<file path="src/rtl/jfkc_pkg.sv">
// Shared types, marker codes and the frame kind decode for the JPEG
// frame kind classifier. No dependencies; compile first.
package jfkc_pkg;

   typedef logic [1:0] kind_type;

   localparam kind_type KIND_INVALID     = 2'd0;
   localparam kind_type KIND_BASELINE    = 2'd1;
   localparam kind_type KIND_PROGRESSIVE = 2'd2;
   localparam kind_type KIND_OTHER       = 2'd3;

   localparam logic [7:0] MARK_PREFIX = 8'hFF;
   localparam logic [7:0] MARK_SOI    = 8'hD8;
   localparam logic [7:0] MARK_EOI    = 8'hD9;
   localparam logic [7:0] MARK_RST0   = 8'hD0;
   localparam logic [7:0] MARK_RST7   = 8'hD7;
   localparam logic [7:0] MARK_SOS    = 8'hDA;
   localparam logic [7:0] MARK_SOF0   = 8'hC0;
   localparam logic [7:0] MARK_SOF1   = 8'hC1;
   localparam logic [7:0] MARK_SOF2   = 8'hC2;
   localparam logic [7:0] MARK_DHT    = 8'hC4;
   localparam logic [7:0] MARK_JPG    = 8'hC8;
   localparam logic [7:0] MARK_DAC    = 8'hCC;
   localparam logic [7:0] MARK_SOF15  = 8'hCF;

   // One result item headed for the output queue.
   typedef struct packed {
      logic     valid;
      kind_type kind;
   } result_type;

   typedef struct packed {
      logic     is_frame;
      kind_type kind;
   } frame_type;

   function automatic frame_type frame_kind(input logic [7:0] marker);
      frame_type fk;
      fk.is_frame = 1'b1;
      fk.kind     = KIND_OTHER;
      case (marker) inside
         MARK_SOF0:                     fk.kind = KIND_BASELINE;
         MARK_SOF2:                     fk.kind = KIND_PROGRESSIVE;
         MARK_DHT, MARK_JPG, MARK_DAC:  fk.is_frame = 1'b0;
         [MARK_SOF1:MARK_SOF15]:        fk.kind = KIND_OTHER;
         default:                       fk.is_frame = 1'b0;
      endcase
      return fk;
   endfunction

endpackage

</file>
<file path="src/rtl/jfkc_if.sv">
// Valid/ready channel interfaces for the byte input and the kind result.
// Depends on jfkc_pkg.
interface jfkc_req_if;
   logic       valid;
   logic       ready;
   logic [7:0] data_byte;
   logic       final_byte;

   modport source (output valid, output data_byte, output final_byte, input ready);
   modport sink   (input valid, input data_byte, input final_byte, output ready);
endinterface

interface jfkc_rsp_if import jfkc_pkg::*; ();
   logic     valid;
   logic     ready;
   kind_type kind;

   modport source (output valid, output kind, input ready);
   modport sink   (input valid, input kind, output ready);
endinterface

</file>
<file path="src/rtl/jfkc_scanner.sv">
// Front end: marker segment scanner, one byte per accepted transfer.
// Depends on jfkc_pkg; feeds jfkc_queue with at most one result per byte.
module jfkc_scanner import jfkc_pkg::*; (
   input  logic       clock,
   input  logic       reset,
   input  logic       accept,
   input  logic [7:0] data_byte,
   input  logic       final_byte,
   output result_type result
);

   localparam logic [2:0] PH_SOI0 = 3'd0;
   localparam logic [2:0] PH_SOI1 = 3'd1;
   localparam logic [2:0] PH_SCAN = 3'd2;
   localparam logic [2:0] PH_FILL = 3'd3;
   localparam logic [2:0] PH_LENH = 3'd4;
   localparam logic [2:0] PH_LENL = 3'd5;
   localparam logic [2:0] PH_SKIP = 3'd6;

   logic [2:0]  phase_ff, phase_in;
   logic [7:0]  marker_ff, marker_in;
   logic [7:0]  length_high_ff, length_high_in;
   logic [15:0] bytes_left_ff, bytes_left_in;
   logic        decided_ff, decided_in;

   logic        res_valid;
   kind_type    res_kind;
   logic        seg_done;
   logic [15:0] seg_len;
   logic [15:0] left_dec;
   frame_type   fk;

   assign seg_len  = {length_high_ff, data_byte};
   assign left_dec = bytes_left_ff - 16'd1;
   assign fk       = frame_kind(marker_ff);

   always_comb begin
      phase_in       = phase_ff;
      marker_in      = marker_ff;
      length_high_in = length_high_ff;
      bytes_left_in  = bytes_left_ff;
      decided_in     = decided_ff;
      res_valid      = 1'b0;
      res_kind       = KIND_INVALID;
      seg_done       = 1'b0;

      if (!decided_ff) begin
         unique case (phase_ff)
            PH_SOI0: begin
               if (data_byte == MARK_PREFIX) phase_in = PH_SOI1;
               else res_valid = 1'b1;
            end
            PH_SOI1: begin
               if (data_byte == MARK_SOI) phase_in = PH_SCAN;
               else res_valid = 1'b1;
            end
            PH_FILL: begin
               if (data_byte != MARK_PREFIX) begin
                  marker_in = data_byte;
                  unique case (data_byte) inside
                     [MARK_RST0:MARK_RST7], MARK_SOI, MARK_EOI: phase_in = PH_SCAN;
                     MARK_SOS: res_valid = 1'b1;
                     default:  phase_in = PH_LENH;
                  endcase
               end
            end
            PH_LENH: begin
               length_high_in = data_byte;
               phase_in       = PH_LENL;
            end
            PH_LENL: begin
               if (seg_len < 16'd2) begin
                  res_valid = 1'b1;
               end else begin
                  bytes_left_in = seg_len - 16'd2;
                  if (seg_len == 16'd2) seg_done = 1'b1;
                  else phase_in = PH_SKIP;
               end
            end
            PH_SKIP: begin
               bytes_left_in = left_dec;
               if (left_dec == 16'd0) seg_done = 1'b1;
            end
            default: begin
               phase_in = (data_byte == MARK_PREFIX) ? PH_FILL : PH_SCAN;
            end
         endcase

         // A completed segment either names the frame or sends us back to scanning.
         if (seg_done) begin
            if (fk.is_frame) begin
               res_valid = 1'b1;
               res_kind  = fk.kind;
            end else begin
               phase_in = PH_SCAN;
            end
         end
         if (res_valid) decided_in = 1'b1;
      end

      // Last byte: report invalid if still undecided, then rearm.
      if (final_byte) begin
         if (!decided_ff && !res_valid) begin
            res_valid = 1'b1;
            res_kind  = KIND_INVALID;
         end
         phase_in       = PH_SOI0;
         marker_in      = 8'd0;
         length_high_in = 8'd0;
         bytes_left_in  = 16'd0;
         decided_in     = 1'b0;
      end
   end

   always_ff @(posedge clock) begin
      if (reset) begin
         phase_ff       <= PH_SOI0;
         marker_ff      <= 8'd0;
         length_high_ff <= 8'd0;
         bytes_left_ff  <= 16'd0;
         decided_ff     <= 1'b0;
      end else if (accept) begin
         phase_ff       <= phase_in;
         marker_ff      <= marker_in;
         length_high_ff <= length_high_in;
         bytes_left_ff  <= bytes_left_in;
         decided_ff     <= decided_in;
      end
   end

   assign result.valid = accept & res_valid;
   assign result.kind  = res_kind;

endmodule

</file>
<file path="src/rtl/jfkc_queue.sv">
// Back end: short result queue that drives the response channel.
// Depends on jfkc_pkg; written by jfkc_scanner.
module jfkc_queue import jfkc_pkg::*; #(
   parameter int DEPTH = 4
) (
   input  logic       clock,
   input  logic       reset,
   input  result_type push,
   output logic       full,
   output logic       out_valid,
   input  logic       out_ready,
   output kind_type   out_kind
);

   localparam int IDX_W = (DEPTH > 1) ? $clog2(DEPTH) : 1;
   localparam int CNT_W = $clog2(DEPTH + 1);

   kind_type             slots_ff [DEPTH];
   logic [IDX_W-1:0]     wr_ptr_ff, wr_ptr_in;
   logic [IDX_W-1:0]     rd_ptr_ff, rd_ptr_in;
   logic [CNT_W-1:0]     count_ff, count_in;
   logic                 do_push;
   logic                 do_pop;

   assign full      = (count_ff == CNT_W'(DEPTH));
   assign out_valid = (count_ff != '0);
   assign out_kind  = slots_ff[rd_ptr_ff];
   assign do_pop    = out_valid & out_ready;
   assign do_push   = push.valid;

   always_comb begin
      wr_ptr_in = wr_ptr_ff;
      rd_ptr_in = rd_ptr_ff;
      count_in  = count_ff;
      if (do_push) begin
         wr_ptr_in = (wr_ptr_ff == IDX_W'(DEPTH - 1)) ? '0 : wr_ptr_ff + 1'b1;
      end
      if (do_pop) begin
         rd_ptr_in = (rd_ptr_ff == IDX_W'(DEPTH - 1)) ? '0 : rd_ptr_ff + 1'b1;
      end
      case ({do_push, do_pop})
         2'b10:   count_in = count_ff + 1'b1;
         2'b01:   count_in = count_ff - 1'b1;
         default: count_in = count_ff;
      endcase
   end

   always_ff @(posedge clock) begin
      if (reset) begin
         wr_ptr_ff <= '0;
         rd_ptr_ff <= '0;
         count_ff  <= '0;
      end else begin
         wr_ptr_ff <= wr_ptr_in;
         rd_ptr_ff <= rd_ptr_in;
         count_ff  <= count_in;
      end
   end

   always_ff @(posedge clock) begin
      if (do_push) slots_ff[wr_ptr_ff] <= push.kind;
   end

endmodule

</file>
<file path="src/rtl/jpeg_frame_kind_classifier_unit.sv">
// JPEG frame kind classifier: takes one file byte per ready cycle and reports the
// frame kind once per file. Depends on jfkc_pkg, jfkc_if, jfkc_scanner, jfkc_queue.
//
// Each accepted byte is handled in a single step: the scanner updates its phase,
// length and skip counter together, so a byte can be taken in every cycle in which
// the result queue is not full. A result is registered into that queue of
// QUEUE_DEPTH entries and reaches the response channel behind any older ones;
// req ready drops only while that queue is full. At most one kind is reported per
// file, and the byte flagged as last rearms the scanner for the next file.
module jpeg_frame_kind_classifier_unit import jfkc_pkg::*; #(
   parameter int QUEUE_DEPTH = 4
) (
   input  logic          clock,
   input  logic          reset,
   jfkc_req_if.sink      req_bus,
   jfkc_rsp_if.source    rsp_bus
);

   logic       req_accept;
   logic       queue_full;
   result_type scan_result;

   assign req_bus.ready = ~queue_full;
   assign req_accept    = req_bus.valid & req_bus.ready;

   jfkc_scanner u_scanner (
      .clock      (clock),
      .reset      (reset),
      .accept     (req_accept),
      .data_byte  (req_bus.data_byte),
      .final_byte (req_bus.final_byte),
      .result     (scan_result)
   );

   jfkc_queue #(
      .DEPTH (QUEUE_DEPTH)
   ) u_queue (
      .clock     (clock),
      .reset     (reset),
      .push      (scan_result),
      .full      (queue_full),
      .out_valid (rsp_bus.valid),
      .out_ready (rsp_bus.ready),
      .out_kind  (rsp_bus.kind)
   );

endmodule

</file>
<file path="src/flat_wrapper.sv">
// flat-port wrapper written by rule: the top's interface ports become plain ports
module jpeg_frame_kind_classifier_unit_flat import jfkc_pkg::*;
#(
   parameter int QUEUE_DEPTH = 4
)
  (clock, reset, req_bus_valid, req_bus_data_byte, req_bus_final_byte, req_bus_ready, rsp_bus_valid, rsp_bus_kind, rsp_bus_ready);
  jfkc_req_if req_bus_i ();
  jfkc_rsp_if rsp_bus_i ();
  input  logic clock;
  input  logic reset;
  input wire logic [$bits(req_bus_i.valid)-1:0] req_bus_valid;
  input wire logic [$bits(req_bus_i.data_byte)-1:0] req_bus_data_byte;
  input wire logic [$bits(req_bus_i.final_byte)-1:0] req_bus_final_byte;
  output wire logic [$bits(req_bus_i.ready)-1:0] req_bus_ready;
  output wire logic [$bits(rsp_bus_i.valid)-1:0] rsp_bus_valid;
  output wire logic [$bits(rsp_bus_i.kind)-1:0] rsp_bus_kind;
  input wire logic [$bits(rsp_bus_i.ready)-1:0] rsp_bus_ready;
  assign req_bus_i.valid = req_bus_valid;
  assign req_bus_i.data_byte = req_bus_data_byte;
  assign req_bus_i.final_byte = req_bus_final_byte;
  assign req_bus_ready = req_bus_i.ready;
  assign rsp_bus_valid = rsp_bus_i.valid;
  assign rsp_bus_kind = rsp_bus_i.kind;
  assign rsp_bus_i.ready = rsp_bus_ready;
  jpeg_frame_kind_classifier_unit #(.QUEUE_DEPTH(QUEUE_DEPTH)) u_core (.clock(clock), .reset(reset), .req_bus(req_bus_i), .rsp_bus(rsp_bus_i));
endmodule
</file>
<file path="config.mk">
export PLATFORM = sky130hd
export DESIGN_NAME = jpeg_frame_kind_classifier_unit_flat
export DESIGN_NICKNAME = d
export VERILOG_FILES = /design/src/rtl/jfkc_pkg.sv /design/src/rtl/jfkc_if.sv /design/src/rtl/jfkc_scanner.sv /design/src/rtl/jfkc_queue.sv /design/src/rtl/jpeg_frame_kind_classifier_unit.sv /design/src/flat_wrapper.sv
export SDC_FILE = /design/constraint.sdc
export NUM_CORES = 1
export LEC_CHECK = 0
export ABC_AREA = 1
export BUFFER_PORTS_ARGS = -buffer_cell sky130_fd_sc_hd__buf_2
export CORE_MARGIN = 8
export CORE_UTILIZATION = 67
export CTS_BUF_LIST = sky130_fd_sc_hd__clkbuf_4 sky130_fd_sc_hd__clkbuf_8 sky130_fd_sc_hd__clkbuf_16
export DETAILED_ROUTE_END_ITERATION = 8
export HOLD_SLACK_MARGIN = 0.15
export PLACE_DENSITY_LB_ADDON = 0.15
export SYNTH_ARGS = -nofsm -noshare
export SYNTH_HDL_FRONTEND = slang
export SYNTH_HIERARCHICAL = 1
export SYNTH_SLANG_ARGS = --single-unit
</file>
<file path="constraint.sdc">
create_clock -name clock -period 5.94 [get_ports clock]
set_input_delay 0.297 -clock clock [delete_from_list [all_inputs] [get_ports clock]]
set_output_delay 0.297 -clock clock [all_outputs]
set_load 0.1 [all_outputs]
</file>
======== Word level (Yosys, flattened, before mapping) ========
Memories as Yosys holds them, arrays and structs flattened. A register that Yosys moved wholly into a read port is not among the register bits.
Cells that the tools add are included.
word-level totals
  register bits ........................... 43
  RAM bits ................................ 8
  bits of input ports ..................... 13
  output and inout bits ................... 4
  logic and storage cells ................. 127
  memories ................................ 1
memory list
  name                     depth  bits a word  rd ports  clocked after memory_dff  wr ports  line              RTL
  u_core.u_queue.slots_ff  4      2            1         1                         1         jfkc_queue.sv:18  kind_type slots_ff [DEPTH];
operators by class
  add/subtract/negate cells ............... 6
  $lt $le $gt $ge ......................... 5
  equality and inequality tests ........... 23
  mux-type cells .......................... 61
  bitwise logic cells ..................... 4
  reduce and logical (&&, ||, !) cells .... 19
operators by type and width
  cell                                                          count
  == test 8 bit (second input constant)                         9
  two-way mux 8 bit                                             7
  two-way mux 16 bit                                            3
  one-hot mux 16 bit (2 select lines)                           1
  two-way mux 3 bit                                             9
  two-way mux 1 bit                                             26
  two-way mux 2 bit                                             10
  one-hot mux 3 bit (6 select lines)                            1
  == test 16 x 2 -> 1 bit (second input constant)               1
  >= comparator 8 bit (second input constant)                   2
  less-or-equal comparator 8 bit (second input constant)        2
  zero test 16 bit                                              1
  less-than comparator 16 x 2 -> 1 bit (second input constant)  1
  subtractor 16 x 1 -> 16 bit (second input constant)           1
  subtractor 16 x 2 -> 16 bit (second input constant)           1
  == test 3 bit (second input constant)                         4
  one-hot mux 3 bit (2 select lines)                            2
  inequality test 8 bit (second input constant)                 1
  AND reduction 4 bit                                           2
  nonzero test 2 bit                                            4
  == test 2 bit (second input constant)                         3
  nonzero test 3 bit                                            2
  OR reduction 3 bit                                            2
  adder 2 x 1 -> 2 bit (second input constant)                  2
  other kinds (16)                                              21

======== Depth between registers and ports, before layout ========
Gate-level depths: netlist of run 1.
  depth in word-level cells ............... 17
  mapped depth ............................ 27
  gate-level depth less buffers ........... 27

======== Hierarchy ========
Netlist of run 1, hierarchy kept.
by module, submodules not included
  module                           times used  cells each  area each (µm²)  seq. area each (µm²)
  jfkc_scanner                     1           462         2861.5           720.7
  jfkc_queue                       1           84          794.5            420.4
  jpeg_frame_kind_classifier_unit  1           3           13.8             0.0

======== Worst setup path after synthesis of run 1 ========
OpenSTA, ideal clock, no wires.
  path kind ............................... reg2reg
  start point ............................. register u_core.u_scanner.bytes_left_ff[0]
  end point ............................... register u_core.u_queue.count_ff[1]
  library setup time ...................... 70 ps
  arrival ................................. 2565 ps
  data required time ...................... 5870 ps
  path slack .............................. 3306 ps
  stages on the path, launching flop included .. 22
  path buffers ............................ 0
  period minus slack after synthesis ...... 2634 ps
  path through ............................ dfxtp_1 -> inv_1 -> ha_1 -> nand2_1 -> nor2_2 -> nand2_1 -> nand2_1 -> nand2_1 -> nor2_2 -> nand2_1 -> nor2_1 -> nand2_1 -> nand2_2 -> nand2_1 -> nand3_1 -> nand3_1 -> inv_1 -> inv_2 -> ha_1 -> inv_1 -> fa_1 -> a21oi_1
RTL lines
  element                   line                 RTL
  start: declaration        jfkc_scanner.sv:23   logic [15:0] bytes_left_ff, bytes_left_in;
  start signal: assignment  jfkc_scanner.sv:126  bytes_left_ff <= bytes_left_in;
  end signal: assignment    jfkc_queue.sv:56     count_ff <= count_in;
  end: declaration          jfkc_queue.sv:21     logic [CNT_W-1:0] count_ff, count_in;

==> run_results.csv, run 1 <==
group,metric,value,unit
critical_path,crit_required,6.19,ns
yosys,synth_nets,573,
placed_design,io_buffers,16,
sta,layout_setup_ws,2.789,ns
drt,drc_errors,0,
sta,final.setup_skew,0.005034,ns
power,power_density,309.7,mW/mm2
yosys,synth_area_leader_cell,"dfxtp_1",
global_route,grt_max_degree,25,
yosys,synthArstFlopShare,0,%
sta,finalSetupViolCount,0,
power,netSwitchingFraction,46.73,%
sta,rsz0062_at_grt,"false",
sta,hold_slack,0.3285,ns
power,p_int,0.6352,mW
yosys,synthTopCellsByCount,"nand2_1 (100), inv_1 (89), nor2_1 (74), o21ai_0 (48), dfxtp_1 (45)",
floorplanning,start_util,67.89,%
drt,ant_nets,0,
clock_tree,holdBufCountCts,0,
yosys,syn_area_per_cell,6.684,um2
global_route,grt_overflow,0,
yosys,synth_most_common_cell,"nand2_1",
clock_tree,clk_pin_slew,0.10,ns
clock_tree,cts_buffers,5,
job,maxCapViolCount,0,
critical_path,worstRegToRegCells,19,
worst_hold_path,min-delay-start,"rsp_bus_ready",
power,power.leakage,1.751,nW
final_layout,post-route-util,71.23,%
worst_hold_path,hold_depth,4,
clock_tree,worstSkewPairLatency,0.31,ns
worst_hold_path,hold_class,"input pin to register",
sta,period_share,53.05,%
power,clockPowerShare,18.3,%
power,vdd_drop_max,220.5,uV
sta,timing.final.crit_period,3.151,ns
sta,hold_viol,0,
clock_tree,post_cts_buffers,0,
final_layout,synthToLayoutAreaGrowth,4.910,%
sta,final.setup.tns,0,ns
final_layout,diodes,0,
placed_design,place_ws,2.956,ns
yosys,ys_types,45,
yosys,yosys_warnings,6,
drt,first_pass_iters,5,
drt,vias,3600,
final_layout,fin_area,0.003850,mm2
power,power.switching,0.5572,mW
sta,fmaxAchievable,317.3,MHz
yosys,synth_area,0.003670,mm2
global_route,grt_pass1_wl,14900,um
yosys,synth.top_cell.area_share,24.55,%
critical_path,crit_fanout,5,
critical_path,cp.arrival,3.40,ns
drt,wirelength,8734,um
power,power_frac_seq,37.7,%
floorplanning,fp.dieH,90.01,um
status,outcome,"complete, no violations",
placed_design,placedCellCount,625,
worst_hold_path,hold_path_end,"u_core/u_queue/rd_ptr_ff[0]$_SDFFE_PP0N_",
placed_design,gp_congestion,1.002,
yosys,synth_edf_count,8,
yosys,ys_ff_latch,53,
critical_path,timing.rr.end,"u_core/u_queue/count_ff[1]$_SDFFE_PP0P_",
sta,slew_violations,0,
drt,drt_iter0_drc,383,
sta,relSlewSlack,44.33,%
floorplanning,ioPinCount,17,
floorplanning,die_x,90.01,um
global_route,grt_pass1_vias,3233,
final_layout,nNetsFinal,584,
final_layout,final-instance-count-excl-fill,633,
power,comb_power_share,44.0,%
yosys,netlist_instances,549,
critical_path,crit_type,"register to register",
clock_tree,h-tree-depth,2,
yosys,yosys_most_used_dff,"dfxtp_1",
critical_path,worstSetupStartpointType,"register",
global_route,antenna_found_initial,0,
drt,routedWlPerCell,13.80,um
yosys,synth_area_leaders,"dfxtp_1 (25%), nand2_1 (10%), inv_1 (9.1%)",
power,finalPower,1.192,mW
critical_path,r2r_slack,2.79,ns
global_route,grt_usage,21.92,%
placed_design,placed_cell_area,0.003756,mm2
drt,via_per_inst,5.687,
clock_tree,root_buffer,"clkbuf_8",
floorplanning,die-area,0.008102,mm2
clock_tree,cts_tree,"yes",
floorplanning,coreArea,0.005405,mm2
placed_design,dp_hpwl,6677,um
floorplanning,num_rows,27,
yosys,seq_area_frac_synth,31.09,%
critical_path,r2r-start,"u_core/u_scanner/bytes_left_ff[0]$_SDFFE_PP0P_",
final_layout,drive_gt1_share,12.30,%
clock_tree,ctsResizeCount,0,
critical_path,endpoint_kind,"register",
sta,tightest_slew,0.8296,ns
clock_tree,cts_buffer_depth,2,
clock_tree,clkSinkCount,53,
-- logic make-up (layout without fill, tap and decap cells) --
kind of cell | Yosys count | after routing | share of synthesized area [%]
xor+xnor | 10 | 10 | 2.387
compound gates | 113 | 113 | 17.97
flops | 53 | 53 | 31.09
buf+inv | 109 | 121 | 12.24
simple gates | 253 | 253 | 32.36
fa+ha+maj | 11 | 11 | 3.955
-- power groups by stage --
stage | Clock, mW | Sequential [mW] | Combinational (mW)
2_1_floorplan | 0 | 0.447 | 0.429
3_3_place_gp | 0 | 0.455 | 0.505
3_5_place_dp | 0 | 0.457 | 0.515
4_1_cts | 0.219 | 0.449 | 0.519
5_1_grt | 0.234 | 0.458 | 0.576
6_report | 0.219 | 0.449 | 0.524
-- flip-flops by register name, summed over array words and instances, names as in the netlist, named ones only --
register	count
u_core/u_queue/wr_ptr_ff	2
u_core/u_queue/rd_ptr_ff	2
u_core/u_scanner/decided_ff	1
u_core/u_queue/slots_ff	8
u_core/u_scanner/marker_ff	8
u_core/u_queue/count_ff	3
u_core/u_scanner/length_high_ff	8
u_core/u_scanner/bytes_left_ff	16
u_core/u_scanner/phase_ff	3
-- how the worst max path moves through the flow --
stage,from,end,slack (ns),depth (start not counted)
4_1_cts,u_core/u_scanner/bytes_left_ff[0]$_SDFFE_PP0P_,u_core/u_queue/count_ff[1]$_SDFFE_PP0P_,2.89,19
2_1_floorplan,u_core/u_scanner/bytes_left_ff[0]$_SDFFE_PP0P_,u_core/u_queue/count_ff[1]$_SDFFE_PP0P_,3.31,21
5_1_grt,u_core/u_scanner/bytes_left_ff[0]$_SDFFE_PP0P_,u_core/u_queue/count_ff[2]$_SDFFE_PP0P_,2.48,24
3_5_place_dp,u_core/u_scanner/bytes_left_ff[0]$_SDFFE_PP0P_,u_core/u_queue/count_ff[1]$_SDFFE_PP0P_,2.96,19
6_report,u_core/u_scanner/bytes_left_ff[0]$_SDFFE_PP0P_,u_core/u_queue/count_ff[1]$_SDFFE_PP0P_,2.79,19
3_3_place_gp,u_core/u_scanner/bytes_left_ff[0]$_SDFFE_PP0P_,u_core/u_queue/count_ff[1]$_SDFFE_PP0P_,3.06,19
-- critical path, stage by stage (launching register included) --
cell and delay (ns):
dfxtp_1 0.34, inv_1 0.13, ha_1 0.25, nand3_1 0.15, o21ai_0 0.28, nand2_1 0.14, nor2_1 0.13, nand2_1 0.06
nor2_1 0.10, nand2_1 0.07, nand2_2 0.07, nand2_1 0.08, nand3_1 0.10, nand3_1 0.10, inv_1 0.14, inv_2 0.08
ha_1 0.21, inv_1 0.09, fa_1 0.41, a21oi_1 0.16
-- area by class of cell --
type,instances,area [um2]
inverter,97,365.4
sequential,53,1141
tap,72,90.09
clock inverter,3,25.02
fill,486,1555
multi-input combinational,387,2079
clock buffer,5,68.82
timing repair buffer,16,80.08
-- metal layers --
metal | routed length [um] | track usage (%) | part of all wire, %
met1 | 4075 | 28.76 | 47
met2 | 4073 | 36.38 | 47
met3 | 494 | 3.574 | 5.7
met4 | 91 | 5.548 | 1.0
met5 | 0 | 0 | 0
-- placed cells by master, fill, tap and decap left out, types with 9 or more instances in the layout --
| cell | synthesis | routed |
|---|---|---|
| nand2_1 | 100 | 100 |
| inv_1 | 89 | 89 |
| nor2_1 | 74 | 74 |
| o21ai_0 | 48 | 48 |
| dfxtp_1 | 45 | 45 |
| a21oi_1 | 39 | 39 |
| nand3_1 | 29 | 29 |
| buf_2 | 0 | 16 |
| nand4_1 | 10 | 10 |
| ha_1 | 10 | 10 |
| nand2_2 | 9 | 9 |
Note: power is estimated with default switching activity, not from simulation.
==> run 2: changes to the inputs <==
- ABC_AREA: 1 -> 0
- CORE_UTILIZATION: 67 -> 56
- clock period: 5.94 -> 2.75 ns (I/O delays scaled with it)
==> run_results.csv, run 2 <==
group,metric,value,unit
final_layout,drive_gt1_share,33.53,%
yosys,syn_area_per_cell,8.348,um2
job,maxCapViolCount,0,
placed_design,io_buffers,16,
final_layout,fill_cells,434,
drt,wirelength,9336,um
power,power_frac_seq,38.8,%
global_route,grt_max_degree,28,
floorplanning,start_util,57.36,%
sta,layout_setup_ws,-0.6216,ns
yosys,synth_mux_area_share,6.711,%
power,netSwitchingFraction,38.88,%
yosys,synthArstFlopShare,0,%
yosys,netlist_instances,402,
sta,fmaxAchievable,296.6,MHz
yosys,seq_area_frac_synth,34.00,%
drt,routedWlPerCell,16.29,um
clock_tree,cts_buffer_depth,2,
floorplanning,die_x,93.41,um
sta,tightest_slew,1.016,ns
yosys,synth_nets,426,
floorplanning,num_rows,28,
yosys,synth-simple-area-share,26.55,%
critical_path,timing.rr.end,"u_core/u_queue/count_ff[2]$_SDFFE_PP0P_",
placed_design,placedCellCount,558,
placed_design,gp_congestion,0.9177,
yosys,synth_area_leader_cell,"dfxtp_1",
critical_path,cpPeakStageDelay,0.59,ns
global_route,grt_usage,21.40,%
yosys,synth_most_common_cell,"nor2_1",
final_layout,final_common_cell,"buf_4",
clock_tree,root_buffer,"clkbuf_8",
yosys,synth_top_family_by_area,"simple AND/OR/NAND/NOR gates",
final_layout,diodes,0,
sta,relSlewSlack,32.13,%
floorplanning,ioPinCount,17,
critical_path,cp.arrival,3.62,ns
critical_path,crit_fanout,5,
yosys,ys_types,68,
critical_path,cp_top_family,"simple AND/OR/NAND/NOR gates",
critical_path,r2r_slack,-0.62,ns
critical_path,cp_cell_sequence,"or4_4 -> buf_6 -> a21oi_2 -> o32a_1 -> nor4_2 -> or3_1 -> o21a_1 -> inv_2 -> ha_4 -> inv_2 -> fa_2 -> xor2_1 -> or3_1 -> a21oi_2",
clock_tree,h-tree-depth,2,
yosys,synthAdderAreaFrac,4.325,%
power,clockPowerShare,19.1,%
yosys,yosys_most_used_dff,"dfxtp_1",
critical_path,worstSetupEndpoint,"u_core/u_queue/count_ff[2]$_SDFFE_PP0P_",
global_route,grt_overflow,0,
placed_design,place_ws,-0.5951,ns
floorplanning,coreArea,0.005851,mm2
yosys,synth_area_leaders,"dfxtp_1 (27%), edfxtp_1 (7.2%), nor2_1 (6.8%)",
global_route,grt_pass1_wl,15180,um
power,p_int,1.442,mW
critical_path,crit_start,"u_core/u_scanner/bytes_left_ff[7]$_SDFFE_PP0P_",
clock_tree,clkSinkCount,53,
drt,first_pass_iters,6,
critical_path,crit_buf_inv,3,
floorplanning,die-area,0.008725,mm2
final_layout,largest_reg_flops,16,
yosys,synthTopCellsByCount,"nor2_1 (61), dfxtp_1 (45), a21oi_1 (28), nand2_1 (23), clkbuf_1 (20)",
sta,hold_slack,0.2065,ns
sta,finalSetupViolCount,12,
status,failed_checks,"negative setup slack",
clock_tree,cts_tree,"yes",
floorplanning,fp.dieH,93.41,um
critical_path,crit_type,"register to register",
drt,via_per_inst,5.850,
sta,rsz0062_at_grt,"true",
critical_path,endpoint_kind,"register",
placed_design,dp_hpwl,7026,um
final_layout,regMostFlops,"u_core/u_scanner/bytes_left_ff",
critical_path,crit_slowest_cell,"or4_4",
power,finalPower,2.359,mW
yosys,synth_area,0.003356,mm2
global_route,antenna_found_initial,0,
power,power.leakage,1.859,nW
status,outcome,"finished, violations left",
final_layout,nNetsFinal,521,
final_layout,layout_common_cells,"buf_4 (95), nor2_1 (59), dfxtp_1 (41)",
sta,hold_viol,0,
final_layout,final-instance-count-excl-fill,573,
critical_path,critical_path_depth,14,
power,power_density,537.6,mW/mm2
sta,period_share,122.6,%
clock_tree,worstSkewPairLatency,0.31,ns
yosys,synth_xor_area_share,6.525,%
critical_path,worstRegToRegCells,14,
drt,vias,3352,
clock_tree,cts_buffers,5,
critical_path,r2r-start,"u_core/u_scanner/bytes_left_ff[7]$_SDFFE_PP0P_",
critical_path,crit_required,3.00,ns
yosys,synth.top_cell.area_share,26.85,%
critical_path,worstSetupStartpointType,"register",
worst_hold_path,hold_class,"input pin to register",
sta,slew_violations,0,
global_route,grt_pass1_vias,3238,
drt,drc_errors,0,
yosys,synth_edf_count,8,
drt,drt_iter0_drc,303,
power,vdd_drop_max,710.0,uV
power,power.switching,0.9172,mW
clock_tree,clk_pin_slew,0.10,ns
yosys,synth_compound_area_share,16.85,%
yosys,ys_ff_latch,53,
power,comb_power_share,42.1,%
sta,final.setup_skew,0.008685,ns
drt,ant_nets,0,
sta,timing.final.crit_period,3.372,ns
yosys,yosys_warnings,6,
final_layout,synthToLayoutAreaGrowth,30.76,%
clock_tree,holdBufCountCts,0,
run 2: cell count changes after synthesis, sizes merged, moves of 10 or more:
cell    change
a21oi      -16
nand2      -87
nor2       -23
nand3      -22
mux2i      +18
xnor2      +13
or3        +10
o21ai      -40
clkbuf     +12
inv        -80
run 2: area by class of cell:
cell class / instances / area, um2 / share of cell area, %
Clock buffer: 6 / 76.32 / 1.739
Clock inverter: 2 / 15.01 / 0.3422
Inverter: 16 / 62.56 / 1.426
Multi-Input combinational cell: 307 / 2165 / 49.33
Sequential cell: 53 / 1149 / 26.18
Tap cell: 75 / 93.84 / 2.139
Timing Repair Buffer: 114 / 827.0 / 18.85
run 2: worst min-delay path by stage:
stage | slack, ns | from | cells past startpoint | end
finish | 0.21 | rsp_bus_ready | 4 | register
global route | 0.20 | rsp_bus_ready | 4 | register
CTS | 0.20 | rsp_bus_ready | 4 | register
detailed placement | 0.49 | u_core/u_scanner/marker_ff[2]$_SDFFE_PP0P_ | 2 | u_core/u_scanner/marker_ff[2]$_SDFFE_PP0P_
global placement | 0.47 | u_core/u_scanner/marker_ff[6]$_SDFFE_PP0P_ | 2 | u_core/u_scanner/marker_ff[6]$_SDFFE_PP0P_
floorplan | 0.20 | reset | 1 | register
run 2: metrics by stage:
step	util, %	TNS (ns)	instance area, um2
final	75.00	-1.931	4388
after global routing	75.00	-3.630	4388
after CTS	72.84	-2.228	4262
after detailed placement	70.70	-2.822	4136
after global placement	70.70	-1.746	4136
after floorplan	-	-1.135	3390
run 2: cells by family (layout without fill, tap and decap cells):
| group | count (synthesis) | after routing |
|---|---|---|
| muxes | 20 | 20 |
| adders and majority gates | 11 | 11 |
| AOI/OAI and AO/OA | 81 | 81 |
| DFF | 53 | 53 |
| buffers and inverters | 42 | 138 |
| xor gates and xnor gates | 25 | 25 |
| and+or+nand+nor | 170 | 170 |
run 2: worst reg2reg max path, cell delays in order, from the launching register on:
cell,delay (ns)
dfxtp_2,0.33
or4_4,0.59
buf_6,0.16
a21oi_2,0.12
o32a_1,0.23
nor4_2,0.07
or3_1,0.40
o21a_1,0.20
inv_2,0.08
ha_4,0.14
inv_2,0.03
fa_2,0.32
xor2_1,0.15
or3_1,0.36
a21oi_2,0.13
run 2: power groups by stage:
stage	Combinational [mW]	Sequential, mW	Clock (mW)
after floorplan	0.668	0.922	0
after global placement	0.902	0.927	0
after detailed placement	0.917	0.931	0
after CTS	0.930	0.913	0.464
after global routing	1.07	0.926	0.496
final	0.994	0.915	0.451
run 2: routing by layer:
metal  GRT usage, %  routed length (um)
met4          8.188                 191
met3          3.606                 455
met5              0                   0
met2          36.55                4682
met1          26.10                4005
run 2: repair_timing:
| item | 4_1_cts | 5_1_grt |
|---|---|---|
| resized for setup | 4 | 25 |
| setup endpoints to repair | 17 | 22 |
| pin swaps | 1 | 11 |
| setup buffers | 2 | 6 |
